### config.mk
export PLATFORM = sky130hd
export DESIGN_NAME = bounded_top_k_sorted_insert
export DESIGN_NICKNAME = d
export VERILOG_FILES = /design/src/rtl/btk_pkg.sv /design/src/rtl/bounded_top_k_sorted_insert.sv /design/src/rtl/btk_ram.sv
export SDC_FILE = /design/constraint.sdc
export NUM_CORES = 1
export LEC_CHECK = 0
export ABC_AREA = 1
export BUFFER_PORTS_ARGS = -buffer_cell sky130_fd_sc_hd__buf_2
export CORE_ASPECT_RATIO = 1.2
export CORE_MARGIN = 5
export CORE_UTILIZATION = 53
export DETAILED_ROUTE_END_ITERATION = 10
export PLACE_DENSITY = 0.8
export SYNTH_ARGS = -nofsm -noshare
export SYNTH_HDL_FRONTEND = slang
export SYNTH_HIERARCHICAL = 1
export SYNTH_SLANG_ARGS = --single-unit
### constraint.sdc
create_clock -name i_clk -period 4.6 [get_ports i_clk]
set_input_delay 0.92 -clock i_clk [delete_from_list [all_inputs] [get_ports i_clk]]
set_output_delay 0.92 -clock i_clk [all_outputs]
set_load 0.01 [all_outputs]
### src/rtl/btk_pkg.sv
// Package for the bounded top-K score table.
// Holds the request, response and stored-entry types and the command codes.
// No dependencies.
package btk_pkg;

    localparam logic [1:0] CMD_SUBMIT = 2'd0;
    localparam logic [1:0] CMD_READ   = 2'd1;
    localparam logic [1:0] CMD_CLEAR  = 2'd2;

    typedef struct packed {
        logic [1:0]         command;
        logic signed [31:0] points;
        logic [31:0]        tag;
        logic [2:0]         read_index;
    } t_req;

    typedef struct packed {
        logic               accepted;
        logic               entry_valid;
        logic signed [31:0] entry_points;
        logic [31:0]        entry_tag;
        logic [3:0]         entry_count;
    } t_rsp;

    typedef struct packed {
        logic signed [31:0] score;
        logic [31:0]        tag;
    } t_entry;

endpackage

### src/rtl/bounded_top_k_sorted_insert.sv
// Top level of the bounded top-K score table with sorted insertion.
// Depends on btk_pkg (types, command codes) and btk_ram (entry store).
//
//   channel   handshake             payload            direction
//   --------  --------------------  -----------------  ---------
//   request   start / busy          i_req  (t_req)     in
//   result    o_valid (one cycle)   o_rsp  (t_rsp)     out
//
// A submit walks the stored entries once with a single signed comparator.
// When the table is full, one extra read of the last entry first decides
// whether the entry qualifies, and a full table turns a non-qualifying entry
// away without a walk. A read waits on one RAM read; clear and the unused
// command answer without going busy.
// Reset clears the state, the result strobe and the fill count; the entry
// store needs no clearing pass, since only entries below the count are ever used.
// The result strobe cannot be stalled; busy drops in the cycle it shows, so
// the next request may start while a result is on the ports.
module bounded_top_k_sorted_insert #(
    parameter int CAPACITY = 8
) (
    input  logic          i_clk,
    input  logic          i_rst_n,
    input  logic          start,
    output logic          busy,
    input  btk_pkg::t_req i_req,
    output logic          o_valid,
    output btk_pkg::t_rsp o_rsp
);

    localparam int AW = (CAPACITY > 1) ? $clog2(CAPACITY) : 1;
    localparam int CW = $clog2(CAPACITY + 1);
    localparam int EW = $bits(btk_pkg::t_entry);

    typedef enum logic [1:0] {
        S_IDLE,
        S_LAST,
        S_WALK,
        S_RDATA
    } t_state;

    t_state          r_state, n_state;
    logic [CW-1:0]   r_count, n_count;
    logic [AW-1:0]   r_idx, n_idx;
    btk_pkg::t_entry r_carry, n_carry;
    logic            r_ins, n_ins;
    logic            r_full, n_full;
    logic            r_rd_ok, n_rd_ok;
    logic            r_valid, n_valid;
    btk_pkg::t_rsp   r_rsp, n_rsp;

    // RAM port signals.
    logic            ram_we;
    logic [AW-1:0]   ram_waddr;
    btk_pkg::t_entry ram_wdata;
    logic [AW-1:0]   ram_raddr;
    btk_pkg::t_entry ram_rdata;

    // Helper views of indexes at common widths.
    logic [AW+2:0]   idx_ext;
    logic [AW:0]     idx_next;
    logic [CW+3:0]   count_ext;
    logic            rd_in_range;

    assign idx_ext     = (AW + 3)'(i_req.read_index);
    assign idx_next    = (AW + 1)'(r_idx) + (AW + 1)'(1);
    assign count_ext   = (CW + 4)'(r_count);
    assign rd_in_range = (32'(i_req.read_index) < 32'(r_count)) &&
                         (32'(i_req.read_index) < CAPACITY);

    btk_ram #(
        .WIDTH (EW),
        .DEPTH (CAPACITY)
    ) u_store (
        .i_clk   (i_clk),
        .i_we    (ram_we),
        .i_waddr (ram_waddr),
        .i_wdata (ram_wdata),
        .i_raddr (ram_raddr),
        .o_rdata (ram_rdata)
    );

    always_comb begin
        n_state   = r_state;
        n_count   = r_count;
        n_idx     = r_idx;
        n_carry   = r_carry;
        n_ins     = r_ins;
        n_full    = r_full;
        n_rd_ok   = r_rd_ok;
        n_valid   = 1'b0;
        n_rsp     = r_rsp;
        ram_we    = 1'b0;
        ram_waddr = r_idx;
        ram_wdata = r_carry;
        ram_raddr = '0;

        unique case (r_state)
            S_IDLE: begin
                if (start) begin
                    unique case (i_req.command)
                        btk_pkg::CMD_SUBMIT: begin
                            n_carry.score = i_req.points;
                            n_carry.tag   = i_req.tag;
                            n_ins         = 1'b0;
                            n_idx         = '0;
                            if (r_count == CW'(CAPACITY)) begin
                                // Full table: fetch the last entry to qualify.
                                n_full    = 1'b1;
                                ram_raddr = AW'(CAPACITY - 1);
                                n_state   = S_LAST;
                            end else begin
                                n_full    = 1'b0;
                                ram_raddr = '0;
                                n_state   = S_WALK;
                            end
                        end
                        btk_pkg::CMD_READ: begin
                            n_rd_ok   = rd_in_range;
                            ram_raddr = rd_in_range ? idx_ext[AW-1:0] : '0;
                            n_state   = S_RDATA;
                        end
                        btk_pkg::CMD_CLEAR: begin
                            n_count = '0;
                            n_valid = 1'b1;
                            n_rsp   = '0;
                        end
                        default: begin
                            // Unused command: report the count, change nothing.
                            n_valid = 1'b1;
                            n_rsp   = '0;
                        end
                    endcase
                end
            end
            S_LAST: begin
                if (r_carry.score > ram_rdata.score) begin
                    ram_raddr = '0;
                    n_state   = S_WALK;
                end else begin
                    n_valid = 1'b1;
                    n_rsp   = '0;
                    n_state = S_IDLE;
                end
            end
            S_WALK: begin
                if (!r_full && (CW'(r_idx) == r_count)) begin
                    // End of the occupied range: the carried entry lands here.
                    ram_we           = 1'b1;
                    n_count          = r_count + CW'(1);
                    n_valid          = 1'b1;
                    n_rsp            = '0;
                    n_rsp.accepted   = 1'b1;
                    n_state          = S_IDLE;
                end else begin
                    // Once the insertion point is passed, every entry moves down
                    // by one: the carried entry is written and the old one picked up.
                    if (r_ins || (ram_rdata.score < r_carry.score)) begin
                        ram_we  = 1'b1;
                        n_carry = ram_rdata;
                        n_ins   = 1'b1;
                    end
                    if (r_full && (r_idx == AW'(CAPACITY - 1))) begin
                        // The entry carried out of the last slot drops.
                        n_valid        = 1'b1;
                        n_rsp          = '0;
                        n_rsp.accepted = 1'b1;
                        n_state        = S_IDLE;
                    end else begin
                        n_idx     = idx_next[AW-1:0];
                        ram_raddr = (32'(idx_next) < CAPACITY) ? idx_next[AW-1:0] : '0;
                    end
                end
            end
            S_RDATA: begin
                n_valid = 1'b1;
                n_rsp   = '0;
                if (r_rd_ok) begin
                    n_rsp.entry_valid  = 1'b1;
                    n_rsp.entry_points = ram_rdata.score;
                    n_rsp.entry_tag    = ram_rdata.tag;
                end
                n_state = S_IDLE;
            end
            default: begin
                n_state = S_IDLE;
            end
        endcase
    end

    always_ff @(posedge i_clk) begin
        if (!i_rst_n) begin
            r_state <= S_IDLE;
            r_count <= '0;
            r_valid <= 1'b0;
        end else begin
            r_state <= n_state;
            r_count <= n_count;
            r_valid <= n_valid;
        end
        r_idx   <= n_idx;
        r_carry <= n_carry;
        r_ins   <= n_ins;
        r_full  <= n_full;
        r_rd_ok <= n_rd_ok;
        r_rsp   <= n_rsp;
    end

    assign busy    = (r_state != S_IDLE);
    assign o_valid = r_valid;

    // The count register already holds the value after the step when the
    // result shows, so the reported count is taken from it directly.
    always_comb begin
        o_rsp             = r_rsp;
        o_rsp.entry_count = count_ext[3:0];
    end

    // The table never holds more entries than it has slots.
    a_count_bound : assert property (@(posedge i_clk) disable iff (!i_rst_n)
        32'(r_count) <= CAPACITY)
        else $error("fill count exceeds capacity");

    // A result always frees the block for the next request.
    a_valid_idle : assert property (@(posedge i_clk) disable iff (!i_rst_n)
        o_valid |-> !busy)
        else $error("result shown while busy");

    // Every accepted request either starts work or answers at once.
    a_start_progress : assert property (@(posedge i_clk) disable iff (!i_rst_n)
        (start && !busy) |=> (busy || o_valid))
        else $error("request accepted without progress");

    // An accepted submit leaves at least one entry in the table.
    a_accept_count : assert property (@(posedge i_clk) disable iff (!i_rst_n)
        (o_valid && o_rsp.accepted) |-> (r_count != '0))
        else $error("accepted entry but table empty");

    // A result is either a submit or a read outcome, never both.
    a_rsp_exclusive : assert property (@(posedge i_clk) disable iff (!i_rst_n)
        o_valid |-> !(o_rsp.accepted && o_rsp.entry_valid))
        else $error("submit and read flags both set");

endmodule

### src/rtl/btk_ram.sv
// Generic simple dual-port RAM: one write port, one read port, registered read.
// Used for the entry store of the top-K table. No dependencies.
module btk_ram #(
    parameter int  WIDTH = 64,
    parameter int  DEPTH = 8,
    localparam int AW    = (DEPTH > 1) ? $clog2(DEPTH) : 1
) (
    input  logic             i_clk,
    input  logic             i_we,
    input  logic [AW-1:0]    i_waddr,
    input  logic [WIDTH-1:0] i_wdata,
    input  logic [AW-1:0]    i_raddr,
    output logic [WIDTH-1:0] o_rdata
);

    logic [WIDTH-1:0] r_mem [DEPTH];
    logic [WIDTH-1:0] r_rdata;

    always_ff @(posedge i_clk) begin
        if (i_we) begin
            r_mem[i_waddr] <= i_wdata;
        end
        r_rdata <= r_mem[i_raddr];
    end

    assign o_rdata = r_rdata;

endmodule
==> flow_metrics.env <==
export IMPL_run_status="finished clean"
export IMPL_wirelength_mm=66.5
export IMPL_power_leakage_nw=15.6
export IMPL_max_slew_worst_pin_slew_ns=1.29
export IMPL_die_x_um=229
export IMPL_rsz0062_at_grt="no"
export IMPL_p_per_area_nw_per_um2=485
export IMPL_worst_setup_hold_path_clk_slew_ns=0.06
export IMPL_grt_pass1_wl_mm=104
export IMPL_ctsHtreeMaxLevel=3
export IMPL_synthesis_nets=3077
export IMPL_fp_coreArea_um2=57100
export IMPL_hold_path_cell_count=2
export IMPL_number_of_violations_reported_at_the_end_of_detailed_routing_iteration_0=1911
export IMPL_areaGrowthSynthToFinish_pct=12.5
export IMPL_cts_resized=0
export IMPL_worstSetupPathType="reg -> reg"
export IMPL_mappedNetlistArea_um2=30400
export IMPL_final_seq_area_um2=20900
export IMPL_final_cell_count_no_fill=3884
export IMPL_placement_io_buffers=143
export IMPL_drcViolationCount=0
export IMPL_clk_latency_ns=0.62
export IMPL_multi_input_comb_area_um2=6540
export IMPL_final_setup_tns_ns=0
export IMPL_worstSetupEndpointType="register"
export IMPL_hpwl_mm=37.1
export IMPL_nNetsFinal=3201
export IMPL_design_power_total_mw=16.6
export IMPL_max_freq_ghz=0.270
export IMPL_synth_seq_cells=719
export IMPL_routed_via_density=5.12
export IMPL_final_max_slew_violation_count=0
export IMPL_drive_above_1_share=0.0978
export IMPL_start_kind="register"
export IMPL_timing_hold_worst_class="reg -> reg"
export IMPL_grt_overflow=0
export IMPL_cts_buffers=72
export IMPL_vias=19900
export IMPL_grt_use_met2=0.353
export IMPL_initial_core_util=0.533
export IMPL_grt_max_degree=134
export IMPL_number_of_standard_cells_after_synthesis=2968
export IMPL_ios=144
export IMPL_cap_viol_max_count=0
export IMPL_cell_chosen_for_the_clock_root="sky130_fd_sc_hd__clkbuf_16"
export IMPL_numPlacedInstances=3753
export IMPL_floorplan_die_area_um2=62300
export IMPL_synth_distinct_cells=30
export IMPL_layout_common_cells="sky130_fd_sc_hd__nand2_1 (960), sky130_fd_sc_hd__edfxtp_1 (648), sky130_fd_sc_hd__inv_1 (638)"
export IMPL_worstPathArrival_ns=3.97
export IMPL_placementRows=96
export IMPL_cts_tree="built"
export IMPL_vdd_ir_drop_max_mv=0.361
export IMPL_postRouteAntennaNets=0
export IMPL_drt_pass1_iterations=5
export IMPL_post_cts_hold_buffer_count=0
export IMPL_die_height_um=272
export IMPL_worst_clock_skew_ns=0.0223
export IMPL_gp_congestion=0.803
export IMPL_cts_repair_timing_setup_buffer_count=0
export IMPL_groute_layer_met1_usage=0.275
export IMPL_n_antenna_cell=0
export IMPL_crit_required_ns=4.87
export IMPL_met3_global_route_usage=0.0424
export IMPL_timing_reg2reg_worst_path_depth=19
export IMPL_fillers=4247
export IMPL_max_slew_margin_rel=0.143
export IMPL_clk_path_buf_depth=3
export IMPL_syn_mean_instance_area_um2=10.3
export IMPL_global_route_usage_total=0.211
export IMPL_final_hold_violation_count=0
export IMPL_yosys_warnings=6
export IMPL_setup_viol=0
export IMPL_timing_final_crit_share=0.804
export IMPL_gr_max_usage_layer="met2"
export IMPL_synth_seq_area_share=0.686
export IMPL_final_common_cell="sky130_fd_sc_hd__nand2_1"
export IMPL_final_min_clock_period_ns=3.70
export IMPL_hold_ws_ns=0.544
export IMPL_critical_path_max_fanout=48
export IMPL_grt_pass1_vias=19800
export IMPL_routed_wire_length_per_instance_um=17.1
export IMPL_numClockSinks=719
export IMPL_antenna_violations_before_repair=0
[metal layers]
| layer | vias to the layer above | part of all wire |
|---|---|---|
| met4 | 0 | 0.025 |
| met3 | 113 | 0.078 |
| met2 | 778 | 0.48 |
| met1 | 9416 | 0.41 |
| met5 | - | 0 |
| li1 | 9560 | - |
[area by class of cell]
type                       instances  area share
timing repair buffer             169      0.0314
clock buffer                      97      0.0584
inverter                         648      0.0715
tap                              735      0.0269
sequential                       719       0.610
clock inverter                    34      0.0113
multi-input combinational       1482       0.191
[Yosys cell counts]
master | number | area (um^2)
sky130_fd_sc_hd__nand2_1 | 960 | 3600
sky130_fd_sc_hd__edfxtp_1 | 648 | 19500
sky130_fd_sc_hd__inv_1 | 641 | 2410
sky130_fd_sc_hd__nand3_1 | 266 | 1330
sky130_fd_sc_hd__nor2_1 | 95 | 357
sky130_fd_sc_hd__dfxtp_1 | 71 | 1420
sky130_fd_sc_hd__o21ai_0 | 62 | 310
sky130_fd_sc_hd__buf_2 | 59 | 295
sky130_fd_sc_hd__ha_1 | 37 | 463
sky130_fd_sc_hd__clkbuf_1 | 25 | 93.8
sky130_fd_sc_hd__a21oi_1 | 24 | 120
sky130_fd_sc_hd__buf_4 | 18 | 135
sky130_fd_sc_hd__buf_6 | 13 | 146
sky130_fd_sc_hd__o21ai_1 | 12 | 60.1
sky130_fd_sc_hd__inv_2 | 7 | 26.3
sky130_fd_sc_hd__nor3_1 | 7 | 35.0
sky130_fd_sc_hd__buf_1 | 4 | 15.0
sky130_fd_sc_hd__nand4_1 | 4 | 25.0
sky130_fd_sc_hd__o21a_1 | 3 | 22.5
sky130_fd_sc_hd__nor2_2 | 2 | 12.5
sky130_fd_sc_hd__a21o_1 | 1 | 7.51
sky130_fd_sc_hd__a21oi_2 | 1 | 8.76
sky130_fd_sc_hd__a31oi_1 | 1 | 6.26
sky130_fd_sc_hd__nand2_2 | 1 | 6.26
sky130_fd_sc_hd__nand3_2 | 1 | 10.0
sky130_fd_sc_hd__nor2_4 | 1 | 11.3
sky130_fd_sc_hd__nor3_2 | 1 | 10.0
sky130_fd_sc_hd__o2111ai_2 | 1 | 15.0
sky130_fd_sc_hd__o21ai_2 | 1 | 8.76
sky130_fd_sc_hd__o31ai_1 | 1 | 7.51
[stage by stage]
stage / util / instance area, um^2 / worst slack [ns]
5_1_grt: 0.600 / 34200 / 0.608
2_1_floorplan: - / 30400 / -0.249
4_1_cts: 0.600 / 34200 / 0.925
6_report: 0.600 / 34200 / 0.900
3_5_place_dp: 0.558 / 31900 / 0.868
3_3_place_gp: 0.558 / 31900 / 0.969
[worst paths after layout]
kind                               startpoint                             end  slack, ns
hold / removal    u_store/o_rdata[27]$_DFF_P_             o_rsp[31]$_DFFE_PP_       0.54
setup reg to reg        r_carry[35]$_DFFE_PP_  u_store/r_mem[3][30]$_DFFE_PP_       0.90
setup / recovery        r_carry[35]$_DFFE_PP_  u_store/r_mem[3][30]$_DFFE_PP_       0.90
hold reg to reg   u_store/o_rdata[27]$_DFF_P_             o_rsp[31]$_DFFE_PP_       0.54
[power by group]
group / switching (mW) / internal [mW]
sequential: 0.432 / 7.94
combinational: 1.67 / 0.682
clock: 2.45 / 3.42
[cells by family (layout without fill, tap and decap cells)]
logic type,Yosys count,in the layout,synth area share
buffers and inverters,767,948,0.102
adder cells (fa/ha/maj),37,37,0.0152
AO/OA/AOI/OAI,107,107,0.0186
flip-flops,719,719,0.686
AND/OR/NAND/NOR,1338,1338,0.178
[registers in the layout (all words and copies together), names as in the netlist]
register / cells
u_store/r_mem: 512
o_rsp: 66
r_carry: 64
u_store/o_rdata: 64
r_count: 4
r_idx: 3
r_state: 2
o_valid: 1
r_full: 1
r_ins: 1
r_rd_ok: 1
[critical path: stages, from the launching register on]
cell and delay [ns]:
sky130_fd_sc_hd__edfxtp_1 0.51, sky130_fd_sc_hd__inv_1 0.09, sky130_fd_sc_hd__ha_1 0.31, sky130_fd_sc_hd__nand2_1 0.05
sky130_fd_sc_hd__inv_1 0.04, sky130_fd_sc_hd__nand2_1 0.04, sky130_fd_sc_hd__nand2_1 0.11, sky130_fd_sc_hd__nand2_1 0.06
sky130_fd_sc_hd__nand2_1 0.16, sky130_fd_sc_hd__nand2_1 0.07, sky130_fd_sc_hd__nand2_1 0.10, sky130_fd_sc_hd__nand2_1 0.10
sky130_fd_sc_hd__nand2_1 0.09, sky130_fd_sc_hd__nand2_1 0.07, sky130_fd_sc_hd__nand4_1 0.07, sky130_fd_sc_hd__nand2_1 0.05
sky130_fd_sc_hd__inv_1 0.07, sky130_fd_sc_hd__nand2_1 0.24, sky130_fd_sc_hd__nor2_4 0.67, sky130_fd_sc_hd__buf_12 0.39
Power figures use the tool's default switching activity.
